`src/hw/rtl/rcbs_pkg.sv`:
```
// ----------------------------------------------------------------------------
// Receiver command byte sequencer package
// Opcodes, request and status codes, and the work descriptor passed from the
// front end to the back end.
// ----------------------------------------------------------------------------
package rcbs_pkg;

	localparam int S_TDATA_W   = 32;
	localparam int S_TUSER_W   = 2;
	localparam int M_TDATA_W   = 16;
	localparam int QUEUE_DEPTH = 4;

	localparam logic [3:0] OP_ADH = 4'h1;
	localparam logic [3:0] OP_EXE = 4'h2;
	localparam logic [3:0] OP_SRH = 4'h3;
	localparam logic [3:0] OP_ADR = 4'h4;
	localparam logic [3:0] OP_PGE = 4'h5;
	localparam logic [3:0] OP_WRD = 4'h6;
	localparam logic [3:0] OP_RDD = 4'h7;
	localparam logic [3:0] OP_LOC = 4'h8;

	localparam logic [1:0] REQ_WRITE = 2'd0;
	localparam logic [1:0] REQ_READ  = 2'd1;
	localparam logic [1:0] REQ_LOCK  = 2'd2;
	localparam logic [1:0] REQ_EXEC  = 2'd3;

	localparam logic [1:0] ST_OK       = 2'd0;
	localparam logic [1:0] ST_BAD_PAGE = 2'd1;
	localparam logic [1:0] ST_BAD_ADDR = 2'd2;
	localparam logic [1:0] ST_BAD_LOCK = 2'd3;

	localparam logic [3:0] PAGE_LAST = 4'd4;
	localparam logic [3:0] PAGE_REG  = 4'd15;
	localparam logic [3:0] LOCK_MAX  = 4'd3;
	localparam logic [3:0] RDD_ARG   = 4'd1;

	// Step bits, sent lowest first.
	localparam int STEP_PGE   = 0;
	localparam int STEP_SRH_A = 1;
	localparam int STEP_ADR   = 2;
	localparam int STEP_ADH   = 3;
	localparam int STEP_SRH_D = 4;
	localparam int STEP_FIN   = 5;
	localparam int NUM_STEPS  = 6;

	typedef struct packed {
		logic [NUM_STEPS-1:0] steps;
		logic [3:0]           page;
		logic [11:0]          addr;
		logic [3:0]           data_hi;
		logic [7:0]           fin_byte;
		logic                 fin_valid;
		logic                 fin_reply;
		logic [1:0]           status;
	} desc_t;

	// Page size in bytes; zero for pages that do not exist.
	function automatic logic [12:0] page_size(input logic [3:0] pg);
		logic [12:0] sz;
		case (pg)
			4'd0, 4'd1: sz = 13'd256;
			4'd2:       sz = 13'd512;
			4'd3, 4'd4: sz = 13'd4096;
			4'd15:      sz = 13'd8;
			default:    sz = 13'd0;
		endcase
		return sz;
	endfunction

endpackage

```
`src/hw/rtl/rcbs_queue.sv`:
```
// ----------------------------------------------------------------------------
// Descriptor queue
// Short first-in first-out buffer between the front end and the back end.
// ----------------------------------------------------------------------------
module rcbs_queue #(
	parameter int DEPTH = rcbs_pkg::QUEUE_DEPTH
) (
	input  logic            clk,
	input  logic            arst_n,
	input  logic            push,
	input  rcbs_pkg::desc_t push_data,
	output logic            full,
	input  logic            pop,
	output logic            not_empty,
	output rcbs_pkg::desc_t pop_data
);
	import rcbs_pkg::*;

	localparam int PTR_W = (DEPTH > 1) ? $clog2(DEPTH) : 1;
	localparam int CNT_W = $clog2(DEPTH + 1);

	desc_t             entry_q [DEPTH];
	logic [PTR_W-1:0]  wr_ptr_q;
	logic [PTR_W-1:0]  rd_ptr_q;
	logic [CNT_W-1:0]  count_q;

	assign full      = (count_q == CNT_W'(DEPTH));
	assign not_empty = (count_q != '0);
	assign pop_data  = entry_q[rd_ptr_q];

	always_ff @(posedge clk) begin
		if (push) begin
			entry_q[wr_ptr_q] <= push_data;
		end
	end

	always_ff @(posedge clk or negedge arst_n) begin
		if (!arst_n) begin
			wr_ptr_q <= '0;
			rd_ptr_q <= '0;
			count_q  <= '0;
		end else begin
			if (push) begin
				wr_ptr_q <= (wr_ptr_q == PTR_W'(DEPTH - 1)) ? '0 : wr_ptr_q + 1'b1;
			end
			if (pop) begin
				rd_ptr_q <= (rd_ptr_q == PTR_W'(DEPTH - 1)) ? '0 : rd_ptr_q + 1'b1;
			end
			case ({push, pop})
				2'b10:   count_q <= count_q + 1'b1;
				2'b01:   count_q <= count_q - 1'b1;
				default: count_q <= count_q;
			endcase
		end
	end

endmodule

```
`src/hw/rtl/rcbs_front.sv`:
```
// ----------------------------------------------------------------------------
// Request front end
// Checks each request word against the shadow page, address and lock level,
// decides which command bytes it needs and updates the shadows.
// ----------------------------------------------------------------------------
module rcbs_front (
	input  logic                             clk,
	input  logic                             arst_n,
	input  logic                             accept,
	input  logic [rcbs_pkg::S_TDATA_W-1:0]   req_data,
	input  logic [rcbs_pkg::S_TUSER_W-1:0]   req_user,
	output rcbs_pkg::desc_t                  desc
);
	import rcbs_pkg::*;

	logic        page_known_q;
	logic [3:0]  shadow_page_q;
	logic        addr_known_q;
	logic [11:0] shadow_addr_q;
	logic [1:0]  shadow_lock_q;

	logic [1:0]  req;
	logic [3:0]  pg;
	logic [11:0] addr;
	logic [7:0]  data;
	logic [3:0]  lvl;
	logic [3:0]  rtn;

	logic        mem_ok;
	logic        lock_set;
	logic        page_send;
	logic        addr_send;

	assign req  = req_user[1:0];
	assign pg   = req_data[3:0];
	assign addr = req_data[15:4];
	assign data = req_data[23:16];
	assign lvl  = req_data[27:24];
	assign rtn  = req_data[31:28];

	assign page_send = !page_known_q || (shadow_page_q != pg);
	assign addr_send = !addr_known_q || (shadow_addr_q != addr);

	always_comb begin
		desc           = '0;
		desc.page      = pg;
		desc.addr      = addr;
		desc.data_hi   = data[7:4];
		mem_ok         = 1'b0;
		lock_set       = 1'b0;
		unique case (req)
			REQ_EXEC: begin
				desc.steps[STEP_FIN] = 1'b1;
				desc.fin_valid       = 1'b1;
				desc.fin_byte        = {OP_EXE, rtn};
			end
			REQ_LOCK: begin
				desc.steps[STEP_FIN] = 1'b1;
				if (lvl > LOCK_MAX) begin
					desc.status = ST_BAD_LOCK;
				end else if (lvl[1:0] != shadow_lock_q) begin
					desc.fin_valid = 1'b1;
					desc.fin_byte  = {OP_LOC, lvl};
					lock_set       = 1'b1;
				end
			end
			REQ_WRITE, REQ_READ: begin
				desc.steps[STEP_FIN] = 1'b1;
				if (!(pg <= PAGE_LAST || pg == PAGE_REG)) begin
					desc.status = ST_BAD_PAGE;
				end else if ({1'b0, addr} >= page_size(pg)) begin
					desc.status = ST_BAD_ADDR;
				end else begin
					mem_ok                  = 1'b1;
					desc.steps[STEP_PGE]    = page_send;
					desc.steps[STEP_SRH_A]  = addr_send;
					desc.steps[STEP_ADR]    = addr_send;
					desc.steps[STEP_ADH]    = addr_send && (addr[11:8] != 4'd0);
					desc.fin_valid          = 1'b1;
					if (req == REQ_WRITE) begin
						desc.steps[STEP_SRH_D] = 1'b1;
						desc.fin_byte          = {OP_WRD, data[3:0]};
					end else begin
						desc.fin_byte  = {OP_RDD, RDD_ARG};
						desc.fin_reply = 1'b1;
					end
				end
			end
			default: begin
				desc.steps[STEP_FIN] = 1'b1;
			end
		endcase
	end

	always_ff @(posedge clk or negedge arst_n) begin
		if (!arst_n) begin
			page_known_q  <= 1'b0;
			shadow_page_q <= '0;
			addr_known_q  <= 1'b0;
			shadow_addr_q <= '0;
			shadow_lock_q <= '0;
		end else if (accept) begin
			if (lock_set) begin
				shadow_lock_q <= lvl[1:0];
			end
			if (mem_ok) begin
				page_known_q  <= 1'b1;
				shadow_page_q <= pg;
				// The access moves the address on by one; past the top it is lost.
				shadow_addr_q <= addr + 12'd1;
				addr_known_q  <= (addr != 12'hfff);
			end
		end
	end

endmodule

```
`src/hw/rtl/rcbs_back.sv`:
```
// ----------------------------------------------------------------------------
// Command back end
// Takes descriptors from the queue and sends their command bytes one word
// per cycle, while the output accepts them, through a registered output stage.
// ----------------------------------------------------------------------------
module rcbs_back (
	input  logic                             clk,
	input  logic                             arst_n,
	input  logic                             q_not_empty,
	input  rcbs_pkg::desc_t                  q_data,
	output logic                             q_pop,
	output logic                             m_valid,
	input  logic                             m_ready,
	output logic [rcbs_pkg::M_TDATA_W-1:0]   m_data,
	output logic                             m_last
);
	import rcbs_pkg::*;

	desc_t                cur_q;
	logic [NUM_STEPS-1:0] steps_q;
	logic                 m_valid_q;
	logic [M_TDATA_W-1:0] m_data_q;
	logic                 m_last_q;

	logic                 out_free;
	logic                 busy;
	logic [NUM_STEPS-1:0] sel;
	logic [NUM_STEPS-1:0] remaining;
	logic                 emit;
	logic                 cmd_valid;
	logic [7:0]           cmd_byte;
	logic                 reply;
	logic [1:0]           status;

	assign out_free  = !m_valid_q || m_ready;
	assign busy      = (steps_q != '0);
	assign sel       = steps_q & (~steps_q + 1'b1);
	assign remaining = steps_q & ~sel;
	assign emit      = out_free && busy;
	assign q_pop     = q_not_empty && (!busy || (emit && remaining == '0));

	always_comb begin
		cmd_valid = 1'b1;
		reply     = 1'b0;
		status    = ST_OK;
		cmd_byte  = cur_q.fin_byte;
		if (sel[STEP_PGE]) begin
			cmd_byte = {OP_PGE, cur_q.page};
		end else if (sel[STEP_SRH_A]) begin
			cmd_byte = {OP_SRH, cur_q.addr[7:4]};
		end else if (sel[STEP_ADR]) begin
			cmd_byte = {OP_ADR, cur_q.addr[3:0]};
		end else if (sel[STEP_ADH]) begin
			cmd_byte = {OP_ADH, cur_q.addr[11:8]};
		end else if (sel[STEP_SRH_D]) begin
			cmd_byte = {OP_SRH, cur_q.data_hi};
		end else begin
			cmd_valid = cur_q.fin_valid;
			reply     = cur_q.fin_reply;
			status    = cur_q.status;
		end
	end

	always_ff @(posedge clk) begin
		if (q_pop) begin
			cur_q <= q_data;
		end
		if (emit) begin
			m_data_q <= {4'd0, status, reply, cmd_byte, cmd_valid};
			m_last_q <= (remaining == '0);
		end
	end

	always_ff @(posedge clk or negedge arst_n) begin
		if (!arst_n) begin
			steps_q   <= '0;
			m_valid_q <= 1'b0;
		end else begin
			if (q_pop) begin
				steps_q <= q_data.steps;
			end else if (emit) begin
				steps_q <= remaining;
			end
			if (out_free) begin
				m_valid_q <= busy;
			end
		end
	end

	assign m_valid = m_valid_q;
	assign m_data  = m_data_q;
	assign m_last  = m_last_q;

endmodule

```
`src/hw/rtl/receiver_command_byte_sequencer_core.sv`:
```
// An accepted request word passes from the descriptor queue to the back end's current
// descriptor, then to the registered output stage. One command word per cycle leaves
// the single output port while m_axis_tready is high; a request gives 1 to 6 words.
// The descriptor queue lets requests keep arriving while the output is stalled.
// Reset (arst_n low, asynchronous): shadows unknown, lock level zero, queue empty.
// ----------------------------------------------------------------------------
// Receiver command byte sequencer
// Turns memory, lock and routine requests into nibble command bytes for a
// receiver's remote interface, skipping page and address commands that the
// shadow copies show to be redundant.
// ----------------------------------------------------------------------------
module receiver_command_byte_sequencer_core #(
	parameter int QUEUE_DEPTH = rcbs_pkg::QUEUE_DEPTH
) (
	input  logic                             clk,
	input  logic                             arst_n,
	input  logic                             s_axis_tvalid,
	output logic                             s_axis_tready,
	// [3:0] page, [15:4] mem_addr, [23:16] wr_data, [27:24] lock_level, [31:28] routine
	input  logic [rcbs_pkg::S_TDATA_W-1:0]   s_axis_tdata,
	// [1:0] req_type
	input  logic [rcbs_pkg::S_TUSER_W-1:0]   s_axis_tuser,
	output logic                             m_axis_tvalid,
	input  logic                             m_axis_tready,
	// [0] cmd_valid, [8:1] cmd_byte, [9] expect_reply, [11:10] status, [15:12] zero
	output logic [rcbs_pkg::M_TDATA_W-1:0]   m_axis_tdata,
	output logic                             m_axis_tlast
);
	import rcbs_pkg::*;

	desc_t front_desc;
	desc_t queue_desc;
	logic  queue_full;
	logic  queue_not_empty;
	logic  queue_pop;
	logic  accept;

	assign s_axis_tready = !queue_full;
	assign accept        = s_axis_tvalid && s_axis_tready;

	rcbs_front u_front (
		.clk      (clk),
		.arst_n   (arst_n),
		.accept   (accept),
		.req_data (s_axis_tdata),
		.req_user (s_axis_tuser),
		.desc     (front_desc)
	);

	rcbs_queue #(
		.DEPTH (QUEUE_DEPTH)
	) u_queue (
		.clk       (clk),
		.arst_n    (arst_n),
		.push      (accept),
		.push_data (front_desc),
		.full      (queue_full),
		.pop       (queue_pop),
		.not_empty (queue_not_empty),
		.pop_data  (queue_desc)
	);

	rcbs_back u_back (
		.clk         (clk),
		.arst_n      (arst_n),
		.q_not_empty (queue_not_empty),
		.q_data      (queue_desc),
		.q_pop       (queue_pop),
		.m_valid     (m_axis_tvalid),
		.m_ready     (m_axis_tready),
		.m_data      (m_axis_tdata),
		.m_last      (m_axis_tlast)
	);

endmodule

```
`config.mk`:
```
export PLATFORM = sky130hd
export DESIGN_NAME = receiver_command_byte_sequencer_core
export DESIGN_NICKNAME = d
export VERILOG_FILES = /design/src/hw/rtl/rcbs_pkg.sv /design/src/hw/rtl/rcbs_queue.sv /design/src/hw/rtl/rcbs_front.sv /design/src/hw/rtl/rcbs_back.sv /design/src/hw/rtl/receiver_command_byte_sequencer_core.sv
export SDC_FILE = /design/constraint.sdc
export NUM_CORES = 1
export LEC_CHECK = 0
export BUFFER_PORTS_ARGS = -buffer_cell sky130_fd_sc_hd__buf_4
export CORE_UTILIZATION = 60
export CTS_BUF_LIST = sky130_fd_sc_hd__clkbuf_8
export DETAILED_ROUTE_END_ITERATION = 8
export GPL_ROUTABILITY_DRIVEN = 0
export GPL_TIMING_DRIVEN = 0
export PLACE_DENSITY = 0.79
export RECOVER_POWER = 25
export SLEW_MARGIN = 10
export SYNTH_ARGS = -nofsm -noshare
export SYNTH_HDL_FRONTEND = slang
export SYNTH_SLANG_ARGS = --single-unit
```
`constraint.sdc`:
```
create_clock -name clk -period 6.69 [get_ports clk]
set_input_delay 1.338 -clock clk [delete_from_list [all_inputs] [get_ports clk]]
set_output_delay 1.338 -clock clk [all_outputs]
set_load 0.005 [all_outputs]
```
[Yosys cells after proc, flatten, opt, wreduce, memory -nomap -nowiden]
Memories as Yosys holds them, arrays and structs flattened.
Index checks and enable logic that the tools add are counted.
Operators by class
  order comparisons: 3
  reductions and logical operators: 31
  $add $sub $neg: 6
  multipliers: 0
  shift operators: 0
  bitwise logic cells: 4
  divide/modulo/power cells: 0
  mux-type cells: 38
  eq/ne operators: 17
Operator list (count)
  13-bit one-hot mux with 4 select lines: 1
  7-bit two-way mux: 4
  9-bit two-way mux: 3
  9-bit one-hot mux with 3 select lines: 1
  13-bit two-way mux: 2
  5-bit two-way mux: 4
  12-bit by 13-bit greater-or-equal comparator with 1-bit output: 1
  12-bit by 1-bit adder with 12-bit output (second input constant): 1
  6-bit bitwise AND: 2
  1-bit two-way mux: 12
  6-bit two-way mux: 2
  12-bit != test: 1
  12-bit != test (second input constant): 1
  6-bit NOT: 2
  2-bit == test (second input constant): 5
  10-bit two-way mux: 1
  2-bit two-way mux: 5
  4-bit by 2-bit == test with 1-bit output (second input constant): 2
  2-bit OR reduction: 4
  6-bit by 1-bit adder with 6-bit output (second input constant): 1
  6-bit logical NOT: 1
  3-bit one-hot mux with 2 select lines: 1
  6-bit nonzero test: 1
  1-bit logical AND: 5
  other kinds (24): 36
Word-level totals
  bits in latches: 0
  memories: 1
  input bits: 38
  output and inout port bits: 19
  bits in writable memories: 152
  logic and storage cells: 122
  flip-flop bits (word level): 79
  memory bits (read-only): 0
Memories
  u_queue.entry_q: words 4, width 38, rd ports 1, clocked after memory_dff 0, write ports 1, RTL line rcbs_queue.sv:22  | desc_t entry_q [DEPTH];

[Logic depth before layout (Yosys ltp)]
Gate-level depths: netlist (run 1).
  word-level depth: 11
  mapped depth: 12

[By module]
From an unflattened synthesis (run 1), not the netlist that was laid out.
Unflattened totals
  cells, all modules: 569
  area total of the unflattened synthesis: 9865.7 µm²
Modules (own cells, without submodules)
  rcbs_queue: cells an instance 234, area each 5941.9 µm², instances 1, sequential area each 4739.5 µm²
  rcbs_back: cells an instance 154, area each 2179.6 µm², instances 1, sequential area each 1526.5 µm²
  rcbs_front: cells an instance 179, area each 1734.2 µm², instances 1, sequential area each 500.5 µm²
  receiver_command_byte_sequencer_core: cells an instance 2, area each 10.0 µm², instances 1, sequential area each 0.0 µm²

[Least setup slack after synthesis (run 1)]
No wires, ideal clock.
  path type: in2reg
  start point: in m_axis_tready
  end point: reg u_queue.count_q[2]
  setup slack: 2339 ps
  arrival: 4272 ps
  cell stages on the path: 11
  cell sequence: nor2b_1 maj3_1 o22ai_1 o31a_1 clkbuf_1 ha_1 inv_1 fa_1 xor2_1 nor2_1 xor2_1
On the way
  word-level cells in the longest chain between the ends: 7
  elaborated cells on any way between the ends: 9
  classes of those cells: eq/ne (2); mux (1); reduce/logical (6)
Ends and longest elaborated chain
  from (decl): RTL line receiver_command_byte_sequencer_core.sv:24  | input logic m_axis_tready,
  1-bit logical OR (*): RTL line rcbs_back.sv:35  | assign out_free = !m_valid_q || m_ready;
  1-bit logical AND (*): RTL line rcbs_back.sv:39  | assign emit = out_free && busy;
  1-bit logical AND (*): RTL line rcbs_back.sv:40  | assign q_pop = q_not_empty && (!busy || (emit && remaining == '0));
  1-bit logical OR (*): RTL line rcbs_back.sv:40
  1-bit logical AND (*): RTL line rcbs_back.sv:40
  named net queue_pop: RTL line receiver_command_byte_sequencer_core.sv:35  | logic queue_pop;
  2-bit by 1-bit == test with 1-bit output / 2-bit == test (equally long branches): RTL line rcbs_queue.sv:49  | case ({push, pop})
  3-bit one-hot mux with 2 select lines / 2-bit nonzero test (equally long branches)
  to (signal assigned): RTL line rcbs_queue.sv:50  | 2'b10: count_q <= count_q + 1'b1;
  to (signal assigned): RTL line rcbs_queue.sv:51  | 2'b01: count_q <= count_q - 1'b1;
  to (signal assigned): RTL line rcbs_queue.sv:52  | default: count_q <= count_q;
  to (decl): RTL line rcbs_queue.sv:25  | logic [CNT_W-1:0] count_q;
Mark *: on every way through the listed nets, which the timed path passes. The rest lies on a longest branch.
A chain may end at the register's enable or synchronous reset.

[Worst setup path after layout (run 1)]
  start point: in s_axis_tdata[1] in the netlist's numbering
  end point: reg u_front.shadow_addr_q[11]
On the way
  word-level cells in the longest chain between the ends: 10
  elaborated cells on any way between the ends: 18
  classes of those cells: order compare (2); eq/ne (5); mux (6); reduce/logical (5)
Ends and longest elaborated chain
  from (decl): RTL line receiver_command_byte_sequencer_core.sv:20  | input logic [rcbs_pkg::S_TDATA_W-1:0] s_axis_tdata,
  4-bit by 2-bit == test with 1-bit output, or another cell as far along: RTL line rcbs_pkg.sv:60  | case (pg)
  2-bit OR reduction: RTL line rcbs_pkg.sv:60
  13-bit one-hot mux with 4 select lines: RTL line rcbs_pkg.sv:60
  13-bit two-way mux: RTL line rcbs_front.sv:69  | if (!(pg <= PAGE_LAST || pg == PAGE_REG)) begin
  13-bit two-way mux: RTL line rcbs_front.sv:51  | unique case (req)
  12-bit by 13-bit greater-or-equal comparator with 1-bit output: RTL line rcbs_front.sv:71  | end else if ({1'b0, addr} >= page_size(pg)) begin
  1-bit two-way mux: RTL line rcbs_front.sv:71
  1-bit two-way mux (*): RTL line rcbs_front.sv:69
  1-bit two-way mux (*): RTL line rcbs_front.sv:51
  2-bit AND reduction (no line) (*)
  to (signal assigned): RTL line rcbs_front.sv:110  | shadow_addr_q <= addr + 12'd1;
  to (decl): RTL line rcbs_front.sv:19  | logic [11:0] shadow_addr_q;
Mark *: on every way between the ends. The rest lies on a longest branch, timed or not. The select of a mux whose other input is x is not followed.

==> results.txt, run 1 <==
- STA puts the critical path data arrival time at between 4 and 5 ns.
- During placement, the flow inserted port buffers numbering 50.
- After legalization and detailed placement, the total HPWL measured 11500 um.
- The tool flagged a number of max-cap violations equal to 1.
* # hold bufs at CTS: 0
* Count of flip-flops with a built-in enable after synthesis: 189
* Share of flip-flops with an asynchronous set or reset: ~15%
- Worst slew margin relative to its limit: -47.1%
- Growth of design area from synthesis to finish: 14.1%
* Failing checks: capacitance limit, slew limit
- Clk buf depth: 3
- After detailed routing, the number of remaining DRC violations is 0.
- Post-synthesis instance area: 9200 um^2
* Share of cell area taken by muxes after synthesis: 12.1%
- The worst setup path is captured at a register.
- The tree is rooted in a sky130_fd_sc_hd__clkbuf_8.
- The first global-routing pass estimated 28200 um of wire.
- Internal power comes to 3.13 mW.
- The layout has ~950 filler cells.
* Area of the die: 15800 um^2
- Row generation in the floorplan step produced 44 rows.
- Remaining number of nets flagged by the antenna check after routing: 0
- Post-Synth Simple-Gate Area: 5.67%
* Resized Gates After CTS: 0
- Setup total negative slack on the finished layout was measured at 0 ns.
- STA classifies the critical path startpoint as an input pin.
* Run status: finished, violations left
- Counting flops and latches in the post-synthesis netlist gives 223.
- Cell with the largest stage delay on the worst path: sky130_fd_sc_hd__or4b_2
- Clock Sink Count: 223
* Clock tree skew after final layout: ~0.024 ns
- The synthesized netlist devotes 2.95% of its cell area to XOR and XNOR gates.
- Average wire length per cell after detail routing: 21.0 um
- Synthesized area divided by synthesized cell count: 17.7 um^2
- TritonCTS built the clock tree.
* Chip width: 126 um
- Leaving out fill and tap cells, the most frequent cell in the layout is sky130_fd_sc_hd__edfxtp_1.
- Initial antenna violation count: 0
- 0 antenna diodes ended up in the layout.
- The count of pins over their slew limit came to 35.
* Tightest Pin Transition: 2.21 ns
* Required time reported for the critical path endpoint: approximately 7 ns
- Flop2flop setup slack: approximately 3.5 ns
- Slowest stage delay, CP: 0.62 ns
- Pin count of the biggest net entering global routing: 35
- Timing would allow up to 0.256 GHz.
* Buf+Inv Stages, Crit Path: 3
* Synth Area in Adders: a little under 2%
- The post-route netlist has 25.8% of its cells at a drive strength greater than 1.
* Via count: 4975
* Number of iterations in the first detailed-routing pass: 5
- Of the total power, registers draw 48.3%.
- Total number of nets in the final design: 667
* Worst-case vdd ir drop: 223 uV
- Area of the multi-input gates: 2500 um^2
* Final number of hold-violating endpoints: 0
- Switching power: 1.36 mW
- Post-CTS Repair Setup Buffers: 0
* Final Util: 71.1%
* Dominant combinational cell family by area after synthesis: multiplexers
* Final-report setup violation count: 0
* Flip-flop and latch area: ~6500 um^2
- Via count of the first global-routing pass: 5340
* Number of distinct library cell variants in the gate-level netlist after synthesis: 59
- Top cell by count, worst path: sky130_fd_sc_hd__clkbuf_1
- Minimum clock period: between 3 and 4 ns
- Clock-pin slew reported for the worst setup and hold paths after clock tree synthesis: 0.06 ns
- Gr usage total: 23.9%
* Mean number of vias per cell: 6.01
* Synthesized-area fraction occupied by ao, oa, aoi and oai cells: approximately 4.3%
- The cell family contributing the most delay on the critical path is simple AND/OR/NAND/NOR gates.
- The total overflow left after global routing is 0.
* Clock network power share: 23.3%
* Share of synthesized area occupied by flip-flops and latches: just over 70%
- In this run the number of H-tree levels came out at 2.
- The analysis attributes to cell leakage a power of 3.79 nW.
* Instance count of the mapped netlist: between 500 and 600
- Critical-path maximum fanout: 10
- In the finished design, the share of the clock period the worst path needs comes to 58.4%.
- Net switching is 30.3% of the power.
* Core area: 14800 um^2
* Initial detailed-routing violation count: 334
- Number of warnings issued by yosys: 0
- Setup repair after global routing left no endpoint under its margin.
* Die height: 126 um
- Number of CTS-inserted buffers: 37
- The library cells used most frequently in the layout, excluding fill and tap cells, are sky130_fd_sc_hd__edfxtp_1 (189), sky130_fd_sc_hd__clkbuf_8 (37), sky130_fd_sc_hd__mux4_2 (36).
- Once the floorplan was initialized, standard cells occupied 62.3% of the core.
- Crit Path Category: input pin to register
* Path type of the worst min-delay path: register to register
- Final wirelength: 17400 um
* Cell Chain, Critical Path: clkbuf_1 -> clkbuf_1 -> or4b_2 -> ha_1 -> nand4_1 -> or3_4 -> a31oi_4 -> nor3_4 -> buf_12 -> mux2_4
- Flip-flop cell with the highest count after synthesis: sky130_fd_sc_hd__edfxtp_1
- Cell Pwr Density: 428 nW/um^2
* Clk Latency, worst-skew pair: 0.53 ns
- Number of top-level design ports: 57
* Combinational share of power: 28.3%
## synthesized netlist by cell type (all sizes together), types with 11 or more instances
cell / instances / share of area [%]
clkbuf: 16 / 0.67
dfrtp: 34 / 9.3
edfxtp: 189 / 62
ha: 11 / 1.5
inv: 16 / 0.65
mux2: 22 / 3.1
mux4: 36 / 8.8
nand2: 16 / 0.65
nor2: 14 / 0.57
o21ai: 17 / 0.93
xnor2: 17 / 1.6
xor2: 14 / 1.3
## flip-flops by register name (all words and copies together) (netlist names), 3 cells and up
register and cells:
u_front.shadow_page_q 4, u_front.shadow_addr_q 12, u_back.steps_q 6, u_queue.count_q 3, u_back.m_data 12, u_back.cur_q 32, u_queue.entry_q 144
## through the flow
stage	power (mW)	setup slack, ns	hold WS (ns)	area [um^2]	cells
final	4.49	2.78	0.497	10500	828
after detailed placement	3.47	2.34	0.487	9920	762
after global routing	4.71	2.63	0.518	10500	828
after floorplan	3.00	2.34	0.433	9210	523
after global placement	3.37	1.44	0.448	9810	757
after CTS	4.53	2.91	0.501	10600	828
## routing by layer
| metal | up-vias | share of wire (%) | track usage [%] |
|---|---|---|---|
| met5 | - | 0 | 0 |
| met4 | 0 | 2.6 | 11.0 |
| met3 | 27 | 6.7 | 4.38 |
| met2 | 209 | 51 | 40.2 |
| met1 | 2521 | 40 | 30.8 |
| li1 | 2218 | - | - |
## power groups by stage
| stage | Sequential, mW | Combinational (mW) | Clock [mW] |
|---|---|---|---|
| CTS | 2.17 | 1.29 | 1.07 |
| global route | 2.20 | 1.38 | 1.13 |
| floorplan | 2.15 | 0.856 | 0 |
| detailed placement | 2.19 | 1.28 | 0 |
| finish | 2.17 | 1.27 | 1.05 |
| global placement | 2.19 | 1.18 | 0 |
## path summary, 6_finish.rpt
check / startpoint / end / cells past startpoint
worst max-delay path: s_axis_tdata[1] / u_front.shadow_addr_q[11]$_DFFE_PN0P_ / 10
worst min-delay path: u_front.page_known_q$_DFFE_PN0P_ / u_front.page_known_q$_DFFE_PN0P_ / 1
worst max register to register: u_back.steps_q[0]$_DFFE_PN0P_ / u_queue.count_q[2]$_DFFE_PN0P_ / 12
worst min register to register: u_front.page_known_q$_DFFE_PN0P_ / u_front.page_known_q$_DFFE_PN0P_ / 1
max in group asynchronous: arst_n / u_back.steps_q[0]$_DFFE_PN0P_ / 1
min in group asynchronous: arst_n / u_front.shadow_addr_q[10]$_DFFE_PN0P_ / 1
## layout make-up
class / instances / share of cell area, %
tap: 184 / 2.19
sequential: 223 / 62.2
buffer: 25 / 1.23
clock inverter: 29 / 1.35
multi-input combinational: 259 / 23.8
clock buffer: 37 / 4.85
inverter: 16 / 0.572
timing repair buffer: 55 / 3.78
## cell families (layout without fill, tap and decap cells)
family | Yosys count | after routing
AOI/OAI and AO/OA | 57 | 57
xor gates and xnor gates | 31 | 31
adders and majority gates | 14 | 14
buffers and inverters | 41 | 162
DFF | 223 | 223
muxes | 60 | 60
other | 1 | 4
and+or+nand+nor | 93 | 93
Power figures use the tool's default switching activity.
==> run 2: changes to the inputs <==
--- a/config.mk
+++ b/config.mk
@@ -6,7 +6,7 @@
 export NUM_CORES = 1
 export LEC_CHECK = 0
 export BUFFER_PORTS_ARGS = -buffer_cell sky130_fd_sc_hd__buf_4
-export CORE_UTILIZATION = 60
+export CORE_UTILIZATION = 57
 export CTS_BUF_LIST = sky130_fd_sc_hd__clkbuf_8
 export DETAILED_ROUTE_END_ITERATION = 8
 export GPL_ROUTABILITY_DRIVEN = 0
==> constraint.sdc (replaced) <==
create_clock -name clk -period 3.2 [get_ports clk]
set_input_delay 0.64 -clock clk [delete_from_list [all_inputs] [get_ports clk]]
set_output_delay 0.64 -clock clk [all_outputs]
set_load 0.005 [all_outputs]
==> run 2 against run 1 <==
Net effect:
- the run still ends with capacitance limit, slew limit left
- critical path depth grew 1
- worst hold slack worse by 0.11 ns
- die area is 5.2% higher
- core utilization shrank 4.7 points
- combinational power rose by 110%
- count of clock-buffer cells in the layout up 1
- wire length fell by 0.46%
- power increased by 110%
- clock power is 100% higher
==> results.txt, run 2 (synthesis results as in run 1) <==
- The run finished, with violations left.
- The final reports fail on capacitance limit, slew limit.
- The routed design could run at a clock period as short as 3.07 ns.
* Die height: 129 um (+2.6%)
- The transition time at the pin with the least slew margin came to 2.09 ns (-0.119 ns).
- Non-filler cells in the finished layout: 855 (+3.3%)
- The diode insertion count for antenna repair was 0 (unchanged).
- Mean number of vias per cell: 5.70 (-5.1%)
- Highest clock frequency the design can meet: 0.326 GHz
- The sequential fraction of design power was 48.7% (+0.4 points).
* Worst Hold Endpoint: u_front.shadow_lock_q[0]$_DFFE_PN0P_
- The final hold slack came to 0.385 ns (-0.112 ns).
- The worst hold path belongs to the class input pin to register.
- The wire length of the first global-routing pass was 27100 um (-3.9%).
- Average wire length per cell after detail routing: 20.2 um (-3.6%)
* Number of rows created at floorplan: 46 (+4.5%)
- Final wirelength: 17300 um (-0.46%)
* Buf+Inv Stages, Crit Path: 3 (unchanged)
* Total placed cells including tap cells: 793 (+4.1%)
* Clock tree skew after final layout: 0.0320 ns (+0.00832 ns)
- Most flops, register: u_queue.entry_q
* Post-detailed-placement half-perimeter wirelength: 11300 um (-2.1%)
* Remaining number of nets flagged by the antenna check after routing: 0 (unchanged)
- WP data arrival: 3.49 ns (-0.83 ns)
- The hold-critical path depth was 2 (+1).
- The hold violation total from the final report is 0 (unchanged).
- The number of buffers added by the clock tree synthesis step was 35 (-5.4%).
- The power density of the placed cells was 886 nW/um^2 (+110%).
- Among all stages on the critical path, the largest delay is contributed by sky130_fd_sc_hd__or4_1.
- The total I/O pin count is 57 (unchanged).
- The final core utilization is 66.5% (-4.7 points).
- Clock-pin slew reported for the worst setup and hold paths after clock tree synthesis: 0.07 ns (about the same)
- Switching fraction of total power: 29.8% (-0.49 points)
- Crit Path Category: register to register
- The count of pins over their slew limit is 35 (unchanged).
- The total power was 9.32 mW (+110%).
* Cell depth of the worst flop-to-flop path: 11 (-1)
- The standby leakage power came to 3.81 nW (+0.56%).
- The cell-internal power is 6.55 mW (+110%).
* Initial detailed-routing violation count: 323 (-3.3%)
* Clock Sink Count: 223 (unchanged)
- The total of buffers placed on input and output ports was 50 (unchanged).
- Setup repair after global routing left no endpoint under its margin.
- DRC: 0 (unchanged)
- The register-to-register setup slack is 0.13 ns (-3.36 ns).
- The worst register-to-register path begins at u_back.steps_q[2]$_DFFE_PN0P_.
- The quantity of hold-fixing buffers added after cts is 0 (unchanged).
* Proportion of layout cells with a drive suffix above 1: 25.7% (-0.11 points)
- Top cell by count, worst path: sky130_fd_sc_hd__xor2_1
* Gr usage total: 22.3% (-1.6 points)
* Hold_sp: s_axis_tdata[24]
- The maximum clock path buffer count is 3 (unchanged).
- Required time reported for the critical path endpoint: 3.63 ns (-3.47 ns)
* Via count: 4877 (-2.0%)
* Core area: 15800 um^2 (+7.3%)
- Type of element capturing the critical path: register
* Post-Place Worst Slack: -0.477 ns (-2.82 ns)
- Worst slew margin relative to its limit: -39.2% (+7.9 points)
- The insertion delay of the later-clocked pin in the worst-skew pair is 0.53 ns (about the same).
- The die width is 129 um (+2.6%).
- The number of antenna violations at the first check in global routing came to 0 (unchanged).
- The signal on the critical path passes through clkbuf_1 -> or4_1 -> o22ai_2 -> o31a_1 -> buf_12 -> ha_1 -> inv_1 -> fa_1 -> xor2_1 -> nor2_1 -> xor2_1.
- Number of iterations in the first detailed-routing pass: 4 (-1)
* H-tree depth: 2 (unchanged)
- Final-report setup violation count: 0 (unchanged)
- The top fanout value on the critical path is 41 (+31).
* Clock tree from TritonCTS: done
* Switching power: 2.78 mW (+100%)
- The peak supply drop came to 431 uV (+93%).
- The number of global-route vias before repair was 4964 (-7.0%).
* Total number of nets in the final design: 663 (-0.60%)
* Registers with the most flip-flops: u_queue.entry_q: 144 flops, u_back.cur_q: 32 flops
- Overflow after GRT: 0 (unchanged)
- In this run the critical register-to-register path is captured at u_queue.count_q[2]$_DFFE_PN0P_.
* Combinational share of power: 28.3% (about the same)
* Clock root cell: sky130_fd_sc_hd__clkbuf_8
- Total of max-cap violations: 1 (unchanged)
- Most frequent standard cell in the layout excluding fill and tap cells: sky130_fd_sc_hd__edfxtp_1
- The final critical path takes up 95.8% of the cycle.
- Slowest stage delay, CP: 0.64 ns (+0.02 ns)
- Compared with the post-synthesis result, the final layout area differs by 14.4%.
- The post-layout worst setup margin is 0.134 ns (-2.65 ns).
- Largest register FFs: 144 (unchanged)
- The maximum number of pins on one net before global-route repair was 42 (+20%).
- The area of the die was 16600 um^2 (+5.2%).
* Most used cells in the layout excluding fill and tap cells: sky130_fd_sc_hd__edfxtp_1 (189), sky130_fd_sc_hd__clkbuf_8 (38), sky130_fd_sc_hd__mux4_2 (36)
- On the critical path the largest part of the delay comes from simple AND/OR/NAND/NOR gates.
- STA classifies the critical path startpoint as a register.
- Clock network power share: 23.0% (-0.3 points)
* Initial core utilization: 58.1% (-4.2 points)
[run 2: cell types whose count changed in the layout (fill, tap and decap cells not counted), moves of 2 or more]
| cell | change |
|---|---|
| sky130_fd_sc_hd__inv_1 | +6 |
| sky130_fd_sc_hd__buf_4 | +2 |
| sky130_fd_sc_hd__clkinv_2 | -2 |
| sky130_fd_sc_hd__clkbuf_1 | -3 |
| sky130_fd_sc_hd__clkinvlp_4 | -2 |
| sky130_fd_sc_hd__clkinv_1 | -4 |
[run 2: power groups by stage]
stage / sequential [mW] / combinational, mW / clock (mW)
detailed placement: 4.59 / 2.63 / 0
CTS: 4.53 / 2.65 / 2.19
global route: 4.60 / 2.86 / 2.32
finish: 4.54 / 2.64 / 2.15
global placement: 4.57 / 2.46 / 0
floorplan: 4.48 / 1.79 / 0
[run 2: stage by stage]
stage | setup TNS (ns) | instance area, um^2
after global routing | 0 | 10500
after global placement | -18.65 | 9850
after CTS | 0 | 10600
after detailed placement | -22.66 | 9940
final | 0 | 10500
after floorplan | 0 | 9210
[run 2: per-layer routing]
metal | up-vias | share of wire, % | GRT usage, % | routed length [um]
met3 | 25 | 5.1 | 4.13 | 883
li1 | 2208 | - | - | -
met4 | 0 | 1.9 | 8.65 | 334
met2 | 159 | 51 | 37.8 | 8900
met5 | - | 0 | 0 | 0
met1 | 2485 | 42 | 28.9 | 7180
[run 2: area by class of cell]
cell class / instances / area [um^2]
buffer: 24 / 140
clock buffer: 38 / 523
clock inverter: 25 / 106
fill: 1050 / 5310
inverter: 16 / 60.1
multi-input combinational: 259 / 2510
sequential: 223 / 6530
tap: 216 / 270
timing repair buffer: 54 / 384
[run 2: what timing repair did]
item,4_1_cts,5_1_grt
pin swaps,0,0
resized for setup,2,4
setup buffers,0,0
endpoints found under the setup margin,2,18
[run 2: worst max-delay path by stage]
stage	endpoint	cells past startpoint	slack, ns	from
2_1_floorplan	u_queue.entry_q[0][9]$_DFFE_PP_	9	0.05	s_axis_tdata[1]
3_3_place_gp	u_queue.entry_q[2][9]$_DFFE_PP_	10	-0.41	s_axis_tdata[1]
3_5_place_dp	u_queue.count_q[2]$_DFFE_PN0P_	12	-0.48	m_axis_tready
4_1_cts	u_queue.count_q[2]$_DFFE_PN0P_	11	0.04	u_back.steps_q[2]$_DFFE_PN0P_
5_1_grt	u_queue.count_q[2]$_DFFE_PN0P_	11	0.02	u_back.steps_q[2]$_DFFE_PN0P_
6_report	u_queue.count_q[2]$_DFFE_PN0P_	11	0.13	u_back.steps_q[2]$_DFFE_PN0P_
==> run 3: changes to the inputs <==
--- a/config.mk
+++ b/config.mk
@@ -6,10 +6,10 @@
 export NUM_CORES = 1
 export LEC_CHECK = 0
 export BUFFER_PORTS_ARGS = -buffer_cell sky130_fd_sc_hd__buf_4
+export CORE_ASPECT_RATIO = 1.4
 export CORE_UTILIZATION = 57
 export CTS_BUF_LIST = sky130_fd_sc_hd__clkbuf_8
 export DETAILED_ROUTE_END_ITERATION = 8
-export GPL_ROUTABILITY_DRIVEN = 0
 export GPL_TIMING_DRIVEN = 0
 export PLACE_DENSITY = 0.79
 export RECOVER_POWER = 25
==> run 3 against run 2 <==
Net effect:
- the run still ends with capacitance limit, slew limit left
- power grew 0.44%
- critical endpoint is now u_queue.entry_q[1][9]$_DFFE_PP_
- flip-flop and latch count is the same
- non-clock buffer count is the same
- sequential share of layout area grew 0.14 points
- final area shrank 0.23%
- sequential power is essentially flat
- cell count shrank 2.8%
- worst hold slack gained 0.029 ns
==> results.txt, run 3 (synthesis results as in run 1) <==
- Final Max Tran Viols: 35 (unchanged)
* Number of antenna repair diodes: 0 (unchanged)
- The wire length after detailed routing was 17600 um (+1.7%).
* Number of iterations in the first detailed-routing pass: 5 (+1)
- # hold bufs at CTS: 0 (unchanged)
- Clock Sink Count: 223 (unchanged)
- Initial core utilization: 58.7% (+0.57 points)
- Highest clock frequency the design can meet: 0.326 GHz (about the same)
* Crit Path Category: input pin to register
* Share of the clock period used by the worst path: 95.8% (about the same)
- Number of rows created at floorplan: 54 (+17%)
- The net total in the final layout was 662 (-0.15%).
* Setup repair after global routing missed its margin: false
* Clk Latency, worst-skew pair: 0.51 ns (-0.02 ns)
* H-tree depth: 2 (unchanged)
- The final setup skew came to 0.0339 ns (+0.00192 ns).
- The peak supply drop is 524 uV (+22%).
- The global-route usage over all layers is 22.5% (+0.18 points).
- Clock tree from TritonCTS: done
- Most frequent standard cell in the layout excluding fill and tap cells: sky130_fd_sc_hd__edfxtp_1
* Final-report setup violation count: 0 (unchanged)
* Initial antenna violation count: 0 (unchanged)
- Tightest Pin Transition: 2.19 ns (+0.104 ns)
* Run status: finished, violations left
- Final hold slack: 0.415 ns (+0.0291 ns)
- Path type of the worst min-delay path: input pin to register
- Post-detailed-placement half-perimeter wirelength: 11700 um (+3.9%)
- DRC: 0 (unchanged)
* Number of buffers added on ports: 50 (unchanged)
* Leak Pwr: 3.80 nW (-0.29%)
- The number of buffers added by the clock tree synthesis step came to 34 (-2.9%).
- The area of the die came to 16700 um^2 (about the same).
- In the final layout, the registers with the most flip-flops are u_queue.entry_q: 144 flops, u_back.cur_q: 32 flops.
* Growth of design area from synthesis to finish: 14.1%
- Minimum clock period: 3.06 ns (-0.00209 ns)
- The final standard cell count with taps included and fillers excluded came to 831 (-2.8%).
- Clk buf depth: 3 (unchanged)
* Pin count of the biggest net entering global routing: 42 (unchanged)
- The sum of overflow across all layers after global routing is 0 (unchanged).
- On the critical path, the stage with the largest delay is an instance of sky130_fd_sc_hd__or4b_2.
* Via count of the first global-routing pass: 5230 (+5.4%)
- Via count: 4938 (+1.3%)
- The top fanout value on the critical path is 12 (-71%).
- Initial detailed-routing violation count: 321 (-0.62%)
- Placer congestion estimate: around 0.82
- CTS placed an instance of sky130_fd_sc_hd__clkbuf_8 at the clock tree root.
* Final number of hold-violating endpoints: 0 (unchanged)
* Cell Chain, Critical Path: clkbuf_1 -> or4b_2 -> ha_1 -> nand4_1 -> or3_4 -> a31oi_4 -> or2_2 -> clkbuf_2 -> o21ai_0
- Total of max-cap violations: 1 (unchanged)
* Die height: 152 um (+18%)
* Average wire length per cell after detail routing: 21.2 um (+4.7%)
* Clock-pin slew reported for the worst setup and hold paths after clock tree synthesis: 0.06 ns (about the same)
* Wire length of the first global-routing pass: 27700 um (+2.1%)
- The number of antenna-violating nets in the routed design is 0 (unchanged).
- WP data arrival: 3.26 ns (-0.23 ns)
- The delay of the slowest cell on the worst path was 0.66 ns (+0.02 ns).
- Most used cells in the layout excluding fill and tap cells: sky130_fd_sc_hd__edfxtp_1 (189), sky130_fd_sc_hd__clkbuf_8 (38), sky130_fd_sc_hd__mux4_2 (36), sky130_fd_sc_hd__buf_4 (36), sky130_fd_sc_hd__dfrtp_1 (34)
- The share of final-layout standard cells stronger than drive strength 1 is 25.8% (+0.16 points).
- The final reports fail on capacitance limit, slew limit.
- The number of flip-flops in the largest register came to 144 (unchanged).
- Startpoint kind of the worst setup timing path: input pin
- The mean number of vias per cell is 5.94 (+4.2%).
- The register with the most flip-flops in the final layout is u_queue.entry_q.
- The worst relative slew slack is -46.1% (-6.9 points).
- The total instance count after detailed placement is 773 (-2.5%).
* Number of top-level design ports: 57 (unchanged)
- Chip width: 109 um (-15%)
- The power density of the placed cells was 892 nW/um^2 (+0.67%).
- STA classifies the critical path endpoint as a register.
- Required time reported for the critical path endpoint: 3.40 ns (-0.23 ns)
* Core area: 15700 um^2 (-0.96%)
==> run 3: cell types whose count changed in the layout (fill, tap and decap cells not counted), sizes merged <==
cell      change
clkinvlp      -1
buf           +1
clkbuf        -1
clkinv        +2
inv           -6
bufinv        +1
==> run 3: layout make-up <==
cell class              instances  area [um^2]
plain buffers                  24          140
multi-input cells             259         2500
repair buffers                 54          388
clock buffers                  38          523
inverters                      16         60.1
fillers                      1043         5180
well taps                     196          245
clock inverters                21          110
flip-flops and latches        223         6530
==> run 3: layer usage <==
metal	vias to the layer above	GRT usage (%)	share of wire [%]
met1	2456	27.5	36
met2	218	38.0	54
met5	-	0	0
li1	2199	-	-
met3	65	3.46	5.4
met4	0	11.9	5.1
==> run 3: report_power, final <==
part	leakage, nW	total [mW]	switching, mW	internal (mW)
clock network	0.369	2.17	1.00	1.17
registers	2.19	4.56	0.344	4.22
logic	1.24	2.63	1.40	1.23
total	3.80	9.36	2.75	6.61
==> run 3: stage by stage <==
step | power (mW) | setup WS (ns) | setup TNS (ns) | utilization [%] | area, um^2
3_5_place_dp | 7.25 | -0.515 | -26.01 | 63.3 | 9910
5_1_grt | 9.80 | 0.0239 | 0 | 66.9 | 10500
4_1_cts | 9.43 | 0.0132 | 0 | 67.3 | 10600
3_3_place_gp | 7.04 | -0.447 | -21.43 | 62.7 | 9830
2_1_floorplan | 6.27 | 0.0531 | 0 | - | 9210
6_report | 9.36 | 0.136 | 0 | 66.9 | 10500
==> run 3: worst paths after layout <==
check | start | to | slack, ns | cells past startpoint
worst min register to register | u_front.page_known_q$_DFFE_PN0P_ | u_front.page_known_q$_DFFE_PN0P_ | 0.49 | 1
min in group asynchronous | arst_n | u_queue.rd_ptr_q[1]$_DFFE_PN0P_ | 0.79 | 1
worst max register to register | u_back.steps_q[2]$_DFFE_PN0P_ | u_queue.count_q[2]$_DFFE_PN0P_ | 0.18 | 11
max in group asynchronous | arst_n | u_back.steps_q[4]$_DFFE_PN0P_ | 1.16 | 1
worst min-delay path | s_axis_tdata[25] | u_front.shadow_lock_q[1]$_DFFE_PN0P_ | 0.41 | 2
worst max-delay path | s_axis_tdata[2] | u_queue.entry_q[1][9]$_DFFE_PP_ | 0.14 | 9
==> run 3: critical path: cells and delay by family <==
family          cells  cell delay [ns]
simple gates        4             1.28
compound gates      2             0.56
buf+inv             2             0.45
fa+ha+maj           1             0.33
==> run 3: timing repair <==
| item | CTS | global route |
|---|---|---|
| pin swaps | 0 | 0 |
| endpoints found under the setup margin | 2 | 28 |
| resized for setup | 2 | 3 |
| setup buffers | 0 | 0 |
